## config.mk

```make
export PLATFORM = sky130hd
export DESIGN_NAME = h264_annexb_access_unit_splitter_unit
export DESIGN_NICKNAME = d
export VERILOG_FILES = /design/src/rtl/h264au_pkg.sv /design/src/rtl/h264_annexb_access_unit_splitter_unit.sv /design/src/rtl/h264au_front.sv /design/src/rtl/h264au_fifo.sv /design/src/rtl/h264au_back.sv
export SDC_FILE = /design/constraint.sdc
export NUM_CORES = 1
export LEC_CHECK = 0
export ABC_AREA = 1
export BUFFER_PORTS_ARGS = -buffer_cell sky130_fd_sc_hd__buf_2
export CORE_MARGIN = 3
export CORE_UTILIZATION = 35
export CTS_CLUSTER_SIZE = 14
export DETAILED_ROUTE_END_ITERATION = 8
export SYNTH_ARGS = -nofsm -noshare
export SYNTH_HDL_FRONTEND = slang
export SYNTH_HIERARCHICAL = 1
export SYNTH_SLANG_ARGS = --single-unit
```

## constraint.sdc

```tcl
create_clock -name clk -period 4.23 [get_ports clk]
set_clock_uncertainty 0.2 [all_clocks]
set_input_delay 0.2115 -clock clk [delete_from_list [all_inputs] [get_ports clk]]
set_output_delay 0.2115 -clock clk [all_outputs]
set_load 0.02 [all_outputs]
```

## src/rtl/h264au_pkg.sv

```systemverilog
// shared types and constants for the annex-b access unit splitter
// no dependencies; imported by every rtl module of the block
package h264au_pkg;

  // lookahead window and start code bytes
  localparam int WIN_DEPTH = 5;
  localparam logic [7:0] SC_ZERO = 8'h00;
  localparam logic [7:0] SC_ONE  = 8'h01;

  // nal unit types that are passed through
  localparam logic [4:0] NAL_SLICE = 5'd1;
  localparam logic [4:0] NAL_IDR   = 5'd5;
  localparam logic [4:0] NAL_SPS   = 5'd7;
  localparam logic [4:0] NAL_PPS   = 5'd8;
  localparam logic [4:0] NAL_AUD   = 5'd9;

  // field widths
  localparam int BYTES_W    = 24;
  localparam int INDEX_W    = 32;
  localparam int TIME_W     = 32;
  localparam int RATE_W     = 8;
  localparam int OUT_DATA_W = 104;

  // timestamp arithmetic: quotient of index * 1000 / rate fits in 42 bits
  localparam int MS_PER_S     = 1000;
  localparam int ACC_W        = 42;
  localparam int STEP_Q_W     = 10;
  localparam int DV_CNT_W     = 6;
  localparam int RATE_RESET   = 30;
  localparam logic [RATE_W-1:0]   RATE_RESET_V = RATE_W'(RATE_RESET);
  localparam logic [STEP_Q_W-1:0] STEP_Q_RESET = STEP_Q_W'(MS_PER_S / RATE_RESET);
  localparam logic [RATE_W-1:0]   STEP_R_RESET = RATE_W'(MS_PER_S % RATE_RESET);

  // queue between front and back
  localparam int Q_DEPTH = 4;
  localparam int Q_AW    = 2;
  localparam int Q_CW    = 3;

  // result kinds
  typedef enum logic [1:0] {
    KIND_BYTE    = 2'd0,
    KIND_COMMIT  = 2'd1,
    KIND_DISCARD = 2'd2
  } kind_t;

  // one scan step: an optional unit close followed by an optional kept byte
  typedef struct packed {
    logic                close_vld;
    kind_t               close_kind;
    logic [BYTES_W-1:0]  unit_bytes;
    logic                unit_keyframe;
    logic                byte_vld;
    logic [7:0]          data;
    logic                nal_first;
    logic [4:0]          nal_kind;
    logic                last;
  } entry_t;

  typedef enum logic {
    FE_RUN,
    FE_FLUSH
  } fe_state_t;

  typedef enum logic [1:0] {
    DV_IDLE,
    DV_STEP,
    DV_ACC
  } dv_state_t;

endpackage

```

## src/rtl/h264_annexb_access_unit_splitter_unit.sv

```systemverilog
// top level of the annex-b access unit splitter
// depends on h264au_pkg, h264au_front, h264au_fifo and h264au_back
//
// Usage:
//   in_*  : one stream byte per transfer (in_tdata), in_tlast marks the final
//           byte of a stream. Up to one byte per cycle, as in_tready allows.
//   out_* : results; out_tuser is the kind (kept byte, unit commit, unit
//           discard), out_tlast ends the results of one byte or of one flush.
//   cfg_* : frame rate write; after a write cfg_ready and in_tready stay low
//           while the divider rebuilds the timestamp base.
//   A byte leaves the scan once four newer bytes are in the window; its
//   result reaches out_* via the staging register, queue and result register.
//   After a transfer with in_tlast the window is flushed, one scan step per
//   cycle while the queue has room, and in_tready stays low until the flush
//   ends. A scan step can yield two results (unit close and byte); the result
//   register drains one per cycle while out_tready is high, so a run of such
//   steps fills the 4-entry queue and backs up into in_tready. A stalled
//   receiver holds out_tdata and stops the queue, then the input side.
//   Reset clears the parser, unit counter and timestamp; frame rate goes to 30.
module h264_annexb_access_unit_splitter_unit
  import h264au_pkg::*;
#(
  parameter int UNIT_COUNT_BITS = 24
) (
  input  logic                  clk,
  input  logic                  rst_n,
  // stream input
  input  logic                  in_tvalid,
  output logic                  in_tready,
  input  logic [7:0]            in_tdata,   // [7:0] stream_byte
  input  logic                  in_tlast,   // end_of_stream
  // results
  output logic                  out_tvalid,
  input  logic                  out_tready,
  // [7:0] out_byte, [8] nal_first, [13:9] nal_kind, [37:14] unit_bytes,
  // [38] unit_keyframe, [70:39] unit_index, [102:71] unit_time_ms, [103] zero
  output logic [OUT_DATA_W-1:0] out_tdata,
  output logic [1:0]            out_tuser,  // [1:0] kind
  output logic                  out_tlast,  // last_result
  // frame rate register
  input  logic                  cfg_valid,
  output logic                  cfg_ready,
  input  logic [RATE_W-1:0]     cfg_data    // [7:0] frame_rate
);

  logic   busy;
  logic   push, pop, q_full, q_empty;
  entry_t push_data, pop_data;

  h264au_front #(
    .UNIT_COUNT_BITS(UNIT_COUNT_BITS)
  ) u_front (
    .clk       (clk),
    .rst_n     (rst_n),
    .in_tvalid (in_tvalid),
    .in_tready (in_tready),
    .in_tdata  (in_tdata),
    .in_tlast  (in_tlast),
    .hold      (busy),
    .q_full    (q_full),
    .push      (push),
    .push_data (push_data)
  );

  h264au_fifo u_fifo (
    .clk       (clk),
    .rst_n     (rst_n),
    .push      (push),
    .push_data (push_data),
    .pop       (pop),
    .pop_data  (pop_data),
    .full      (q_full),
    .empty     (q_empty)
  );

  h264au_back u_back (
    .clk        (clk),
    .rst_n      (rst_n),
    .cfg_valid  (cfg_valid),
    .cfg_ready  (cfg_ready),
    .cfg_data   (cfg_data),
    .q_empty    (q_empty),
    .pop        (pop),
    .q_data     (pop_data),
    .busy       (busy),
    .out_tvalid (out_tvalid),
    .out_tready (out_tready),
    .out_tdata  (out_tdata),
    .out_tuser  (out_tuser),
    .out_tlast  (out_tlast)
  );

endmodule

```

## src/rtl/h264au_front.sv

```systemverilog
// front end: lookahead window, start code scan and access unit bookkeeping
// depends on h264au_pkg; pushes at most one entry per scan step into h264au_fifo
module h264au_front
  import h264au_pkg::*;
#(
  parameter int UNIT_COUNT_BITS = 24
) (
  input  logic       clk,
  input  logic       rst_n,
  input  logic       in_tvalid,
  output logic       in_tready,
  input  logic [7:0] in_tdata,
  input  logic       in_tlast,
  input  logic       hold,
  input  logic       q_full,
  output logic       push,
  output entry_t     push_data
);

  localparam int CNT_W = (UNIT_COUNT_BITS < BYTES_W) ? UNIT_COUNT_BITS : BYTES_W;
  localparam logic [CNT_W-1:0] CNT_CAP = '1;

  fe_state_t        state_r, state_nxt;
  logic [7:0]       win_r [WIN_DEPTH];
  logic [7:0]       win_nxt [WIN_DEPTH];
  logic [2:0]       fill_r, fill_nxt;
  logic             seen_r, seen_nxt;
  logic [4:0]       type_r, type_nxt;
  logic             kept_r, kept_nxt;
  logic             slice_r, slice_nxt;
  logic             idr_r, idr_nxt;
  logic             nonempty_r, nonempty_nxt;
  logic [CNT_W-1:0] bytes_r, bytes_nxt;
  logic [1:0]       skip_r, skip_nxt;
  entry_t           stg_r, stg_nxt;
  logic             stg_vld_r, stg_vld_nxt;

  logic             advance, acc_in, do_th, do_close, step_end;
  logic [7:0]       w_sel [WIN_DEPTH];
  logic [2:0]       avail;
  logic             sc3, sc4, found;
  logic [4:0]       hdr_type, type_cur;
  logic             hdr_kept, kept_cur, seen_cur;
  logic             close_any, byte_emit;
  logic [CNT_W-1:0] bytes_a;
  entry_t           cand;
  logic             cand_vld;

  assign advance   = !q_full;
  assign in_tready = (state_r == FE_RUN) && !q_full && !hold;
  assign acc_in    = in_tvalid && in_tready;

  // window seen by the scan: the new byte joins it while running
  always_comb begin
    for (int i = 0; i < WIN_DEPTH; i++) begin
      w_sel[i] = win_r[i];
    end
    if (state_r == FE_RUN) begin
      w_sel[fill_r] = in_tdata;
    end
    avail    = (state_r == FE_RUN) ? 3'(WIN_DEPTH) : fill_r;
    do_th    = (state_r == FE_RUN) ? (acc_in && !in_tlast && fill_r == 3'(WIN_DEPTH - 1))
                                   : (advance && fill_r != '0);
    do_close = (state_r == FE_FLUSH) && advance && (fill_r == '0);
    step_end = (acc_in && !in_tlast) || do_close;
  end

  // start code scan on the oldest window byte
  always_comb begin
    sc3 = (avail >= 3'(WIN_DEPTH - 1)) && (w_sel[0] == SC_ZERO) && (w_sel[1] == SC_ZERO)
          && (w_sel[2] == SC_ONE);
    sc4 = (avail == 3'(WIN_DEPTH)) && (w_sel[0] == SC_ZERO) && (w_sel[1] == SC_ZERO)
          && (w_sel[2] == SC_ZERO) && (w_sel[3] == SC_ONE);
    found     = do_th && (skip_r == '0) && (sc3 || sc4);
    hdr_type  = sc3 ? w_sel[3][4:0] : w_sel[4][4:0];
    hdr_kept  = (hdr_type == NAL_AUD) || (hdr_type == NAL_SPS) || (hdr_type == NAL_PPS)
                || (hdr_type == NAL_SLICE) || (hdr_type == NAL_IDR);
    type_cur  = found ? hdr_type : type_r;
    kept_cur  = found ? hdr_kept : kept_r;
    seen_cur  = seen_r || found;
    close_any = (found && hdr_type == NAL_AUD) || do_close;
    byte_emit = do_th && seen_cur && kept_cur;
  end

  // candidate entry for this step
  always_comb begin
    cand               = '0;
    cand.close_vld     = close_any && (slice_r || nonempty_r);
    cand.close_kind    = slice_r ? KIND_COMMIT : KIND_DISCARD;
    cand.unit_bytes    = BYTES_W'(bytes_r);
    cand.unit_keyframe = slice_r && idr_r;
    cand.byte_vld      = byte_emit;
    cand.data          = w_sel[0];
    cand.nal_first     = found;
    cand.nal_kind      = type_cur;
    cand.last          = step_end;
    cand_vld           = cand.close_vld || cand.byte_vld;
  end

  // staging register holds an entry until it is known whether it ends its step
  always_comb begin
    push           = stg_vld_r && !q_full && (stg_r.last || cand_vld || step_end);
    push_data      = stg_r;
    push_data.last = stg_r.last || (step_end && !cand_vld);
    stg_nxt        = stg_r;
    stg_vld_nxt    = stg_vld_r;
    if (cand_vld) begin
      stg_nxt     = cand;
      stg_vld_nxt = 1'b1;
    end else if (push) begin
      stg_vld_nxt = 1'b0;
    end
  end

  // parser state, unit bookkeeping and window sequencing
  always_comb begin
    state_nxt = state_r;
    fill_nxt  = fill_r;
    for (int i = 0; i < WIN_DEPTH; i++) begin
      win_nxt[i] = win_r[i];
    end
    seen_nxt = seen_r;
    type_nxt = type_r;
    kept_nxt = kept_r;
    skip_nxt = skip_r;
    if (do_th) begin
      seen_nxt = seen_cur;
      type_nxt = type_cur;
      kept_nxt = kept_cur;
      if (found) begin
        skip_nxt = 2'd3;
      end else if (skip_r != '0) begin
        skip_nxt = skip_r - 2'd1;
      end
    end

    // a close clears the unit before this nal's flags and byte count apply
    slice_nxt    = (slice_r && !close_any)
                   || (found && (hdr_type == NAL_SLICE || hdr_type == NAL_IDR));
    idr_nxt      = (idr_r && !close_any) || (found && hdr_type == NAL_IDR);
    nonempty_nxt = (nonempty_r && !close_any) || byte_emit;
    bytes_a      = close_any ? '0 : bytes_r;
    bytes_nxt    = (byte_emit && bytes_a != CNT_CAP) ? bytes_a + 1'b1 : bytes_a;

    unique case (state_r)
      FE_RUN: begin
        if (acc_in) begin
          if (in_tlast) begin
            for (int i = 0; i < WIN_DEPTH; i++) begin
              win_nxt[i] = w_sel[i];
            end
            fill_nxt  = fill_r + 3'd1;
            state_nxt = FE_FLUSH;
          end else if (do_th) begin
            for (int i = 0; i < WIN_DEPTH - 1; i++) begin
              win_nxt[i] = w_sel[i + 1];
            end
            win_nxt[WIN_DEPTH - 1] = '0;
          end else begin
            for (int i = 0; i < WIN_DEPTH; i++) begin
              win_nxt[i] = w_sel[i];
            end
            fill_nxt = fill_r + 3'd1;
          end
        end
      end
      FE_FLUSH: begin
        if (do_th) begin
          for (int i = 0; i < WIN_DEPTH - 1; i++) begin
            win_nxt[i] = w_sel[i + 1];
          end
          win_nxt[WIN_DEPTH - 1] = '0;
          fill_nxt = fill_r - 3'd1;
        end else if (do_close) begin
          // end of stream: back to the parser's reset state
          for (int i = 0; i < WIN_DEPTH; i++) begin
            win_nxt[i] = '0;
          end
          fill_nxt  = '0;
          seen_nxt  = 1'b0;
          type_nxt  = '0;
          kept_nxt  = 1'b0;
          skip_nxt  = '0;
          state_nxt = FE_RUN;
        end
      end
      default: begin
        state_nxt = FE_RUN;
      end
    endcase
  end

  // control registers
  always_ff @(posedge clk) begin
    if (!rst_n) begin
      state_r <= FE_RUN;
      for (int i = 0; i < WIN_DEPTH; i++) begin
        win_r[i] <= '0;
      end
      fill_r     <= '0;
      seen_r     <= 1'b0;
      type_r     <= '0;
      kept_r     <= 1'b0;
      slice_r    <= 1'b0;
      idr_r      <= 1'b0;
      nonempty_r <= 1'b0;
      bytes_r    <= '0;
      skip_r     <= '0;
      stg_vld_r  <= 1'b0;
    end else begin
      state_r <= state_nxt;
      for (int i = 0; i < WIN_DEPTH; i++) begin
        win_r[i] <= win_nxt[i];
      end
      fill_r     <= fill_nxt;
      seen_r     <= seen_nxt;
      type_r     <= type_nxt;
      kept_r     <= kept_nxt;
      slice_r    <= slice_nxt;
      idr_r      <= idr_nxt;
      nonempty_r <= nonempty_nxt;
      bytes_r    <= bytes_nxt;
      skip_r     <= skip_nxt;
      stg_vld_r  <= stg_vld_nxt;
    end
  end

  // staging payload
  always_ff @(posedge clk) begin
    stg_r <= stg_nxt;
  end

`ifndef SYNTHESIS
  a_flush_blocks_input: assert property (@(posedge clk) disable iff (!rst_n)
    (state_r == FE_FLUSH) |-> !in_tready)
    else $error("input taken during flush");
  a_run_window_room: assert property (@(posedge clk) disable iff (!rst_n)
    (state_r == FE_RUN) |-> (fill_r < 3'(WIN_DEPTH)))
    else $error("window full while running");
`endif

endmodule

```

## src/rtl/h264au_fifo.sv

```systemverilog
// short entry queue between front and back end
// depends on h264au_pkg for entry_t and the queue depth
module h264au_fifo
  import h264au_pkg::*;
(
  input  logic   clk,
  input  logic   rst_n,
  input  logic   push,
  input  entry_t push_data,
  input  logic   pop,
  output entry_t pop_data,
  output logic   full,
  output logic   empty
);

  entry_t          mem_r [Q_DEPTH];
  logic [Q_AW-1:0] wr_ptr_r, wr_ptr_nxt;
  logic [Q_AW-1:0] rd_ptr_r, rd_ptr_nxt;
  logic [Q_CW-1:0] cnt_r, cnt_nxt;

  assign full     = (cnt_r == Q_CW'(Q_DEPTH));
  assign empty    = (cnt_r == '0);
  assign pop_data = mem_r[rd_ptr_r];

  // pointer and occupancy update
  always_comb begin
    wr_ptr_nxt = push ? wr_ptr_r + 1'b1 : wr_ptr_r;
    rd_ptr_nxt = pop ? rd_ptr_r + 1'b1 : rd_ptr_r;
    cnt_nxt    = cnt_r;
    if (push && !pop) begin
      cnt_nxt = cnt_r + 1'b1;
    end else if (pop && !push) begin
      cnt_nxt = cnt_r - 1'b1;
    end
  end

  always_ff @(posedge clk) begin
    if (!rst_n) begin
      wr_ptr_r <= '0;
      rd_ptr_r <= '0;
      cnt_r    <= '0;
    end else begin
      wr_ptr_r <= wr_ptr_nxt;
      rd_ptr_r <= rd_ptr_nxt;
      cnt_r    <= cnt_nxt;
    end
  end

  // entry storage
  always_ff @(posedge clk) begin
    if (push) begin
      mem_r[wr_ptr_r] <= push_data;
    end
  end

`ifndef SYNTHESIS
  a_no_overflow: assert property (@(posedge clk) disable iff (!rst_n)
    !(push && full))
    else $error("queue overflow");
  a_no_underflow: assert property (@(posedge clk) disable iff (!rst_n)
    !(pop && empty))
    else $error("queue underflow");
`endif

endmodule

```

## src/rtl/h264au_back.sv

```systemverilog
// back end: unit numbering, timestamps, frame rate divider and result register
// depends on h264au_pkg; drains entries from h264au_fifo
module h264au_back
  import h264au_pkg::*;
(
  input  logic                  clk,
  input  logic                  rst_n,
  input  logic                  cfg_valid,
  output logic                  cfg_ready,
  input  logic [RATE_W-1:0]     cfg_data,
  input  logic                  q_empty,
  output logic                  pop,
  input  entry_t                q_data,
  output logic                  busy,
  output logic                  out_tvalid,
  input  logic                  out_tready,
  output logic [OUT_DATA_W-1:0] out_tdata,
  output logic [1:0]            out_tuser,
  output logic                  out_tlast
);

  localparam logic [DV_CNT_W-1:0] DV_LAST = DV_CNT_W'(ACC_W - 1);

  logic [RATE_W-1:0]   rate_r, rate_nxt;
  logic [INDEX_W-1:0]  cnt_r, cnt_nxt;
  logic [ACC_W-1:0]    acc_q_r, acc_q_nxt;
  logic [RATE_W-1:0]   acc_r_r, acc_r_nxt;
  logic [STEP_Q_W-1:0] stp_q_r, stp_q_nxt;
  logic [RATE_W-1:0]   stp_r_r, stp_r_nxt;
  dv_state_t           dv_state_r, dv_state_nxt;
  logic [DV_CNT_W-1:0] dv_cnt_r, dv_cnt_nxt;
  logic [ACC_W-1:0]    dv_num_r, dv_num_nxt;
  logic [RATE_W-1:0]   dv_rem_r, dv_rem_nxt;

  logic                out_vld_r, out_vld_nxt;
  kind_t               out_kind_r, out_kind_nxt;
  logic [7:0]          out_byte_r, out_byte_nxt;
  logic                out_first_r, out_first_nxt;
  logic [4:0]          out_nkind_r, out_nkind_nxt;
  logic [BYTES_W-1:0]  out_bytes_r, out_bytes_nxt;
  logic                out_key_r, out_key_nxt;
  logic [INDEX_W-1:0]  out_index_r, out_index_nxt;
  logic [TIME_W-1:0]   out_time_r, out_time_nxt;
  logic                out_last_r, out_last_nxt;

  logic                pend_vld_r, pend_vld_nxt;
  logic [7:0]          pend_byte_r, pend_byte_nxt;
  logic                pend_first_r, pend_first_nxt;
  logic [4:0]          pend_nkind_r, pend_nkind_nxt;
  logic                pend_last_r, pend_last_nxt;

  logic [RATE_W-1:0]   fr_eff;
  logic                load, take_pend, commit;
  logic [TIME_W-1:0]   time_sat;
  logic [RATE_W:0]     r_sum;
  logic                r_wrap;
  logic [RATE_W:0]     dv_shift, dv_sub;
  logic                dv_ge;
  logic [RATE_W-1:0]   dv_rem_step;
  logic [ACC_W-1:0]    dv_num_step;

  assign busy      = (dv_state_r != DV_IDLE);
  assign cfg_ready = !busy;
  assign fr_eff    = (rate_r == '0) ? RATE_W'(1) : rate_r;
  assign load      = !out_vld_r || out_tready;
  assign take_pend = load && pend_vld_r;
  assign pop       = load && !pend_vld_r && !q_empty && !busy;
  assign commit    = pop && q_data.close_vld && (q_data.close_kind == KIND_COMMIT);
  assign time_sat  = (acc_q_r[ACC_W-1:TIME_W] != '0) ? '1 : acc_q_r[TIME_W-1:0];

  // result register and the byte half of a split entry
  always_comb begin
    out_vld_nxt    = out_vld_r;
    out_kind_nxt   = out_kind_r;
    out_byte_nxt   = out_byte_r;
    out_first_nxt  = out_first_r;
    out_nkind_nxt  = out_nkind_r;
    out_bytes_nxt  = out_bytes_r;
    out_key_nxt    = out_key_r;
    out_index_nxt  = out_index_r;
    out_time_nxt   = out_time_r;
    out_last_nxt   = out_last_r;
    pend_vld_nxt   = pend_vld_r;
    pend_byte_nxt  = pend_byte_r;
    pend_first_nxt = pend_first_r;
    pend_nkind_nxt = pend_nkind_r;
    pend_last_nxt  = pend_last_r;
    if (load) begin
      out_vld_nxt   = 1'b0;
      out_kind_nxt  = KIND_BYTE;
      out_byte_nxt  = '0;
      out_first_nxt = 1'b0;
      out_nkind_nxt = '0;
      out_bytes_nxt = '0;
      out_key_nxt   = 1'b0;
      out_index_nxt = '0;
      out_time_nxt  = '0;
      out_last_nxt  = 1'b0;
    end
    if (take_pend) begin
      out_vld_nxt   = 1'b1;
      out_byte_nxt  = pend_byte_r;
      out_first_nxt = pend_first_r;
      out_nkind_nxt = pend_nkind_r;
      out_last_nxt  = pend_last_r;
      pend_vld_nxt  = 1'b0;
    end else if (pop) begin
      out_vld_nxt = 1'b1;
      if (q_data.close_vld) begin
        out_kind_nxt  = q_data.close_kind;
        out_bytes_nxt = q_data.unit_bytes;
        out_key_nxt   = q_data.unit_keyframe;
        out_index_nxt = commit ? cnt_r : '0;
        out_time_nxt  = commit ? time_sat : '0;
        out_last_nxt  = q_data.last && !q_data.byte_vld;
        if (q_data.byte_vld) begin
          pend_vld_nxt   = 1'b1;
          pend_byte_nxt  = q_data.data;
          pend_first_nxt = q_data.nal_first;
          pend_nkind_nxt = q_data.nal_kind;
          pend_last_nxt  = q_data.last;
        end
      end else begin
        out_byte_nxt  = q_data.data;
        out_first_nxt = q_data.nal_first;
        out_nkind_nxt = q_data.nal_kind;
        out_last_nxt  = q_data.last;
      end
    end
  end

  // restoring divider step, one quotient bit per cycle
  always_comb begin
    dv_shift    = {dv_rem_r, dv_num_r[ACC_W-1]};
    dv_ge       = (dv_shift >= {1'b0, fr_eff});
    dv_sub      = dv_shift - {1'b0, fr_eff};
    dv_rem_step = dv_ge ? dv_sub[RATE_W-1:0] : dv_shift[RATE_W-1:0];
    dv_num_step = {dv_num_r[ACC_W-2:0], dv_ge};
  end

  // unit counter, running timestamp and rate reload sequencer
  always_comb begin
    rate_nxt     = rate_r;
    cnt_nxt      = cnt_r;
    acc_q_nxt    = acc_q_r;
    acc_r_nxt    = acc_r_r;
    stp_q_nxt    = stp_q_r;
    stp_r_nxt    = stp_r_r;
    dv_state_nxt = dv_state_r;
    dv_cnt_nxt   = dv_cnt_r;
    dv_num_nxt   = dv_num_r;
    dv_rem_nxt   = dv_rem_r;

    // next index: quotient grows by 1000/rate, remainder wraps at most once
    r_sum  = {1'b0, acc_r_r} + {1'b0, stp_r_r};
    r_wrap = (r_sum >= {1'b0, fr_eff});
    if (commit && cnt_r != '1) begin
      cnt_nxt   = cnt_r + 1'b1;
      acc_r_nxt = r_wrap ? RATE_W'(r_sum - {1'b0, fr_eff}) : r_sum[RATE_W-1:0];
      acc_q_nxt = acc_q_r + ACC_W'(stp_q_r) + ACC_W'(r_wrap);
    end

    unique case (dv_state_r)
      DV_IDLE: begin
        if (cfg_valid) begin
          rate_nxt     = cfg_data;
          dv_num_nxt   = ACC_W'(MS_PER_S);
          dv_rem_nxt   = '0;
          dv_cnt_nxt   = '0;
          dv_state_nxt = DV_STEP;
        end
      end
      DV_STEP: begin
        dv_num_nxt = dv_num_step;
        dv_rem_nxt = dv_rem_step;
        dv_cnt_nxt = dv_cnt_r + 1'b1;
        if (dv_cnt_r == DV_LAST) begin
          stp_q_nxt    = dv_num_step[STEP_Q_W-1:0];
          stp_r_nxt    = dv_rem_step;
          dv_num_nxt   = ACC_W'(cnt_r) * ACC_W'(MS_PER_S);
          dv_rem_nxt   = '0;
          dv_cnt_nxt   = '0;
          dv_state_nxt = DV_ACC;
        end
      end
      DV_ACC: begin
        dv_num_nxt = dv_num_step;
        dv_rem_nxt = dv_rem_step;
        dv_cnt_nxt = dv_cnt_r + 1'b1;
        if (dv_cnt_r == DV_LAST) begin
          acc_q_nxt    = dv_num_step;
          acc_r_nxt    = dv_rem_step;
          dv_state_nxt = DV_IDLE;
        end
      end
      default: begin
        dv_state_nxt = DV_IDLE;
      end
    endcase
  end

  // control registers
  always_ff @(posedge clk) begin
    if (!rst_n) begin
      rate_r     <= RATE_RESET_V;
      cnt_r      <= '0;
      acc_q_r    <= '0;
      acc_r_r    <= '0;
      stp_q_r    <= STEP_Q_RESET;
      stp_r_r    <= STEP_R_RESET;
      dv_state_r <= DV_IDLE;
      dv_cnt_r   <= '0;
      out_vld_r  <= 1'b0;
      pend_vld_r <= 1'b0;
    end else begin
      rate_r     <= rate_nxt;
      cnt_r      <= cnt_nxt;
      acc_q_r    <= acc_q_nxt;
      acc_r_r    <= acc_r_nxt;
      stp_q_r    <= stp_q_nxt;
      stp_r_r    <= stp_r_nxt;
      dv_state_r <= dv_state_nxt;
      dv_cnt_r   <= dv_cnt_nxt;
      out_vld_r  <= out_vld_nxt;
      pend_vld_r <= pend_vld_nxt;
    end
  end

  // datapath registers
  always_ff @(posedge clk) begin
    dv_num_r     <= dv_num_nxt;
    dv_rem_r     <= dv_rem_nxt;
    out_kind_r   <= out_kind_nxt;
    out_byte_r   <= out_byte_nxt;
    out_first_r  <= out_first_nxt;
    out_nkind_r  <= out_nkind_nxt;
    out_bytes_r  <= out_bytes_nxt;
    out_key_r    <= out_key_nxt;
    out_index_r  <= out_index_nxt;
    out_time_r   <= out_time_nxt;
    out_last_r   <= out_last_nxt;
    pend_byte_r  <= pend_byte_nxt;
    pend_first_r <= pend_first_nxt;
    pend_nkind_r <= pend_nkind_nxt;
    pend_last_r  <= pend_last_nxt;
  end

  assign out_tvalid = out_vld_r;
  assign out_tuser  = out_kind_r;
  assign out_tlast  = out_last_r;
  assign out_tdata  = {1'b0, out_time_r, out_index_r, out_key_r, out_bytes_r,
                       out_nkind_r, out_first_r, out_byte_r};

`ifndef SYNTHESIS
  a_no_pop_while_dividing: assert property (@(posedge clk) disable iff (!rst_n)
    busy |-> !pop)
    else $error("entry drained during rate reload");
  a_count_monotonic: assert property (@(posedge clk) disable iff (!rst_n)
    $past(rst_n) |-> (cnt_r >= $past(cnt_r)))
    else $error("unit counter went backwards");
`endif

endmodule
```

==> metrics.md, run 1 <==
| Metric | Value |
|---|---|
| Status | complete, but fails checks |
| Failing checks | negative setup slack |
| GRT overflow | 0 |
| Initial Utilization | 0.3547 |
| Most Crowded Layer GR | met2 |
| Port Buf Inserts | 130 |
| Leak | 19.52 nW |
| Synthesized area per cell | 8.108 sq um |
| Final Hold Vio Count | 0 |
| GR met1 Demand/Resource | 0.2623 |
| Worst r2r dst | u_back/dv_num_r[37] |
| Total Wirelength | 100.9 mm |
| Met3 usage | 0.03984 |
| Max Clk Rate | 228.6 MHz |
| Largest net degree at the start of global routing | 106 |
| RSZ-0062 raised after global routing | yes |
| Reg area | 14910 sq um |
| Initial antenna violation count | 0 |
| Minimum clock period | 4374 ps |
| Die width | 322.7 um |
| Core area | 98990 sq um |
| Placement row count | 115 |
| Cell count after placement | 5847 |
| FF-to-FF Start | u_back/cnt_r[19] |
| All-Layer GR Usage | 0.1880 |
| Count of final setup violators | 21 |
| Most common cell after layout, fill and taps aside | nand2_1 |
| Worst hold slack | 146.5 ps |
| R2R setup slack | -140 ps |
| Slowest cell on crit path | fa_1 |
| WP data arrival | 4540 ps |
| Insertion delay of the later-clocked pin in the worst-skew pair | 640 ps |
| Commonest cells after routing, fill and taps aside | nand2_1, inv_1, nor2_1 |
| CP max stage delay | 590 ps |
| Share of cells above drive strength 1 | 0.2342 |
| DR vias/cell | 4.960 |
| Die ar. | 104200 sq um |
| Violation count after the first detailed-route iteration | 2222 |
| CTS Root Cell | clkbuf_16 |
| Number of global-route vias before repair | 28980 |
| Grt met2 use | 0.2973 |
| CTS tree | built |
| Drt pass-1 iters | 6 |
| VDD IR max | 0.0003575 V |
| DRC | 0 |
| Fin util | 0.4468 |
| Dpl hpwl | 70.52 mm |
| Final ANT Viol Nets | 0 |
| Max-Cap Viols | 0 |
| GPL Wtd Cong | 0.9080 |
| Final Power | 17.77 mW |
| Area Growth Syn to Fin | 25.96% |
| Post-synthesis cell count | 4331 |
| First-pass GRT wire length | 157.6 mm |
| Htree depth | 3 |
| Hold Path Class | input pin to register |
| Number of synthesized flops with an enable pin | 286 |
| Ant diodes | 0 |
| I/O Pins | 132 |
| Primary FF master, synth | dfxtp_1 |
| Ys Warns | 6 |
| Slew Viols, Final | 0 |
| Worst-case clock buffer depth | 3 |
| Hold Path End | u_back/rate_r[4] |
| Syn nets | 4608 |
| Via Count | 30150 |
| CTS sink count | 599 |
| Crit-path cells | inv_4 > fa_1 > fa_1 > fa_1 > fa_1 > inv_2 > ha_4 > a21oi_4 > buf_6 > o21ai_4 > a21oi_1 > o21a_1 > nand3_1 > nand3_2 > nand2_1 |
| Post-route design area | 44230 sq um |
| R2R depth | 15 |
| Placed Area | 38760 sq um |
| Finished Layout Cells | 6078 |
| Max FO, Critical Path | 4 |
| Final Cycle Share | 1.034 |
| Crit. End Element | register |
| Routed len/inst | 16.61 um |
| Slew headroom | 0.2341 |
| TritonCTS Buffers | 70 |
| Vert. Die Dim | 322.7 um |
| Clock transition at path regs | 60 ps |
| Fillers | 9530 |
| Pwr/cell area | 401.7 nW/um^2 |
| HP Start | cfg_data[4] |
| Total Nets Final | 5011 |
| #FFs+latches synth | 599 |
| Async set or reset register ratio after synthesis | 0 |
| Synthesized area | 35110 sq um |
| CP required | 4400 ps |
| Worst slew pin tran | 1148 ps |
| Synth cell types | 68 |
| Worst Setup Path Type | register to register |
| WHS Path Cells | 4 |
| CP dominant cell by count | fa_1 |
| Sequential element share of the synthesized area | 0.4230 |
| Area of the multi-input gates | 18960 sq um |
| Crit start category | register |
| Setup ws final | -143.5 ps |
[cells by family (layout without fill, tap and decap cells)]
kind of cell	Yosys count	after routing	share of synthesized area
adder cells (fa/ha/maj)	255	255	0.1174
AO/OA/AOI/OAI	764	764	0.1221
XOR/XNOR	51	51	0.01272
other	1	1	0.0001068
buffers and inverters	777	1237	0.09407
AND/OR/NAND/NOR	1883	1883	0.2303
flip-flops	599	599	0.4230
multiplexers	1	1	0.0002851
[worst max-delay path by stage]
stage	from	end	slack, ps	cells after the start
floorplan	u_back/cnt_r[6]	u_back/dv_num_r[24]	1	17
global placement	u_back/cnt_r[23]	u_back/dv_num_r[36]	-390	19
detailed placement	u_back/cnt_r[20]	u_back/dv_num_r[36]	-350	19
CTS	u_back/cnt_r[23]	u_back/dv_num_r[36]	-40	19
global route	u_back/stp_r_r[0]	u_back/acc_q_r[24]	-370	31
finish	u_back/cnt_r[19]	u_back/dv_num_r[37]	-140	15
[flip-flops by register name (all words and copies together) (netlist names), 10 cells and up, named ones only]
name	cells
u_back/acc_q_r	42
u_back/cnt_r	32
u_back/dv_num_r	42
u_back/out_bytes_r	24
u_back/out_index_r	32
u_back/out_time_r	32
u_back/stp_q_r	10
u_fifo/mem_r	176
u_front/bytes_r	24
u_front/push_data	43
u_front/win_r	40
[layout make-up]
cell class,count,share of cell area
well taps,1287,0.03641
flip-flops and latches,599,0.3371
inverters,583,0.05089
multi-input cells,2955,0.4287
repair buffers,525,0.09115
clock inverters,28,0.01024
clock buffers,101,0.04557
[per-layer routing]
layer  share of wire  vias to the layer above
met5               0                        -
met4           0.018                        0
met3           0.066                      120
met2            0.45                      757
met1            0.47                    14300
li1                -                    14970
[what timing repair did]
action	4_1_cts	5_1_grt
gates cloned	0	2
pin swaps	90	215
hold buffers	25	0
resized for setup	242	345
setup endpoints to repair	53	267
endpoints found under the hold margin	58	0
setup buffers	33	47
[synth_stat cells (43+ instances only)]
cell type     n  area, sq um
o211ai_1     43        322.8
o21ai_0     341         1707
nor2_1      421         1580
edfxtp_1    286         8588
fa_1        124         2482
buf_4        60        450.4
clkbuf_1     75        281.5
nand4_1      50        312.8
nand3_1     232         1161
ha_1        131         1639
a21oi_1     236         1181
nand2_1    1030         3866
dfxtp_1     313         6266
inv_1       566         2125
[power breakdown]
group,total [mW],internal (mW),switching [mW]
clock network,6.44,3.90,2.54
logic,4.53,1.54,2.99
registers,6.80,6.51,0.290
[worst max-delay path, delay by kind of cell (launching register included)]
| family | cells | cell delay [ps] |
|---|---|---|
| adders and majority gates | 5 | 2380 |
| AOI/OAI and AO/OA | 4 | 710 |
| DFF | 1 | 350 |
| and+or+nand+nor | 3 | 250 |
| buffers and inverters | 3 | 220 |
[through the flow]
| stage | TNS, ps | setup slack (ps) |
|---|---|---|
| floorplan | 0 | 1.359 |
| finish | -989.7 | -143.5 |
| CTS | -141.5 | -36.83 |
| global route | -8366 | -365.7 |
| global placement | -5409 | -394.8 |
| detailed placement | -7239 | -351.5 |
Power figures use the tool's default switching activity.
==> run 2, diff against run 1 <==
- SKIP_CTS_REPAIR_TIMING: not set -> 1
==> run 2 against run 1 <==
The flow still finishes with violations (negative setup slack). Worst setup slack gained 5.1 ps. Clock-buffer cell count is the same. Core utilization shrank 0.49 points. Die area is the same. Via count shrank 0.48%. Critical path depth grew 16. Sequential power is essentially flat.
==> metrics.md, run 2 (synthesis results as in run 1) <==
| Metric | Value |
|---|---|
| Leak | 19.28 nW |
| Setup TNS | -2159 ps |
| Count of final setup violators | 32 |
| CP required | 4550 ps |
| Via Count | 30000 |
| Max Clk Rate | 228.9 MHz |
| Final Hold Vio Count | 0 |
| Slowest cell on crit path | fa_2 |
| Total Wirelength | 100.3 mm |
| Ant diodes | 0 |
| I/O Pins | 132 |
| Number of global-route vias before repair | 28290 |
| GPL Wtd Cong | 0.9080 |
| Setup ws final | -138.4 ps |
| Share of cells above drive strength 1 | 0.2232 |
| Core area | 98990 sq um |
| RSZ-0062 raised after global routing | yes |
| DRC | 0 |
| Failing checks | negative setup slack |
| CTS tree | built |
| Htree depth | 3 |
| Max FO, Critical Path | 5 |
| Largest net degree at the start of global routing | 106 |
| Drt pass-1 iters | 5 |
| Max-Cap Viols | 0 |
| Die ar. | 104200 sq um |
| CP max stage delay | 420 ps |
| Placement row count | 115 |
| Area Growth Syn to Fin | 24.58% |
| Status | complete, but fails checks |
| Fillers | 9617 |
| Pwr/cell area | 405.0 nW/um^2 |
| Fin util | 0.4419 |
| Routed len/inst | 16.61 um |
| Top reg by flops | u_fifo/mem_r |
| Crit start category | register |
| Dpl hpwl | 70.52 mm |
| Vert. Die Dim | 322.7 um |
| Post-route design area | 43740 sq um |
| WP data arrival | 4690 ps |
| Crit. End Element | register |
| Crit path buf inv count | 5 |
| Insertion delay of the later-clocked pin in the worst-skew pair | 640 ps |
| DR vias/cell | 4.969 |
| Worst hold slack | 151.6 ps |
| CTS Root Cell | clkbuf_16 |
| Finished Layout Cells | 6037 |
| Port Buf Inserts | 130 |
| All-Layer GR Usage | 0.1854 |
| Initial antenna violation count | 0 |
| Commonest cells after routing, fill and taps aside | nand2_1, inv_1, nor2_1 |
| Worst slew pin tran | 1178 ps |
| Max FFs per register | 176 |
| Total Nets Final | 4970 |
| Die width | 322.7 um |
| GRT overflow | 0 |
| Violation count after the first detailed-route iteration | 2138 |
| Most common cell after layout, fill and taps aside | nand2_1 |
| CTS sink count | 599 |
| Placed Area | 38760 sq um |
| Initial Utilization | 0.3547 |
| Slew headroom | 0.2136 |
| First-pass GRT wire length | 155.0 mm |
| Final Cycle Share | 1.033 |
| Cell count after placement | 5847 |
| Final ANT Viol Nets | 0 |
| Worst Setup Path Type | register to register |
| Hold Path Class | input pin to register |
| Worst-case clock buffer depth | 3 |
| Top delay family on crit path | simple AND/OR/NAND/NOR gates |
| VDD IR max | 0.0003566 V |
| Minimum clock period | 4368 ps |
| Clock transition at path regs | 60 ps |
| TritonCTS Buffers | 70 |
| Slew Viols, Final | 0 |
## run 2: cell types whose count changed in the layout (fill, tap and decap cells not counted), sizes merged
cell | previous run | this run
inv | 576 | 575
dlygate4sd3 | 25 | 22
buf | 498 | 460
clkinv | 17 | 18
## run 2: path summary, 6_finish.rpt
check	from	end	slack, ps	depth (start not counted)
max	u_back/stp_r_r[0]	u_back/acc_q_r[24]	-140	31
min	cfg_data[4]	u_back/rate_r[4]	150	4
max reg2reg	u_back/stp_r_r[0]	u_back/acc_q_r[24]	-140	31
min reg2reg	u_fifo/rd_ptr_r[1]	u_fifo/rd_ptr_r[1]	240	1
## run 2: layout make-up
cell class	instances	area (sq um)	area share
Clock buffer	101	2016	0.04608
Timing Repair Buffer	484	3719	0.08501
Clock inverter	28	452.9	0.01035
Sequential cell	599	14900	0.3407
Inverter	583	2253	0.05151
Multi-Input combinational cell	2955	18790	0.4295
Tap cell	1287	1610	0.03681
## run 2: metal layers
| layer | track usage | part of all wire |
|---|---|---|
| met4 | 0.04527 | 0.019 |
| met1 | 0.2611 | 0.47 |
| met5 | 0 | 0 |
| met2 | 0.2903 | 0.45 |
| met3 | 0.03997 | 0.066 |
## run 2: per-stage QoR
step / power, mW / worst slack, ps
finish: 17.72 / -138.4
global route: 18.68 / -409.9
CTS: 17.67 / -357.0
detailed placement: 11.15 / -351.5
global placement: 11.11 / -394.8
floorplan: 9.783 / 1.359
## run 2: where the power goes
group	internal, mW	switching (mW)
clock	3.90	2.54
sequential	6.51	0.290
combinational	1.50	2.98
## run 2: worst min-delay path, stage by stage
cell and delay [ps]:
dlygate4sd3_1 520, buf_2 100, nand2_1 40, o211ai_1 70
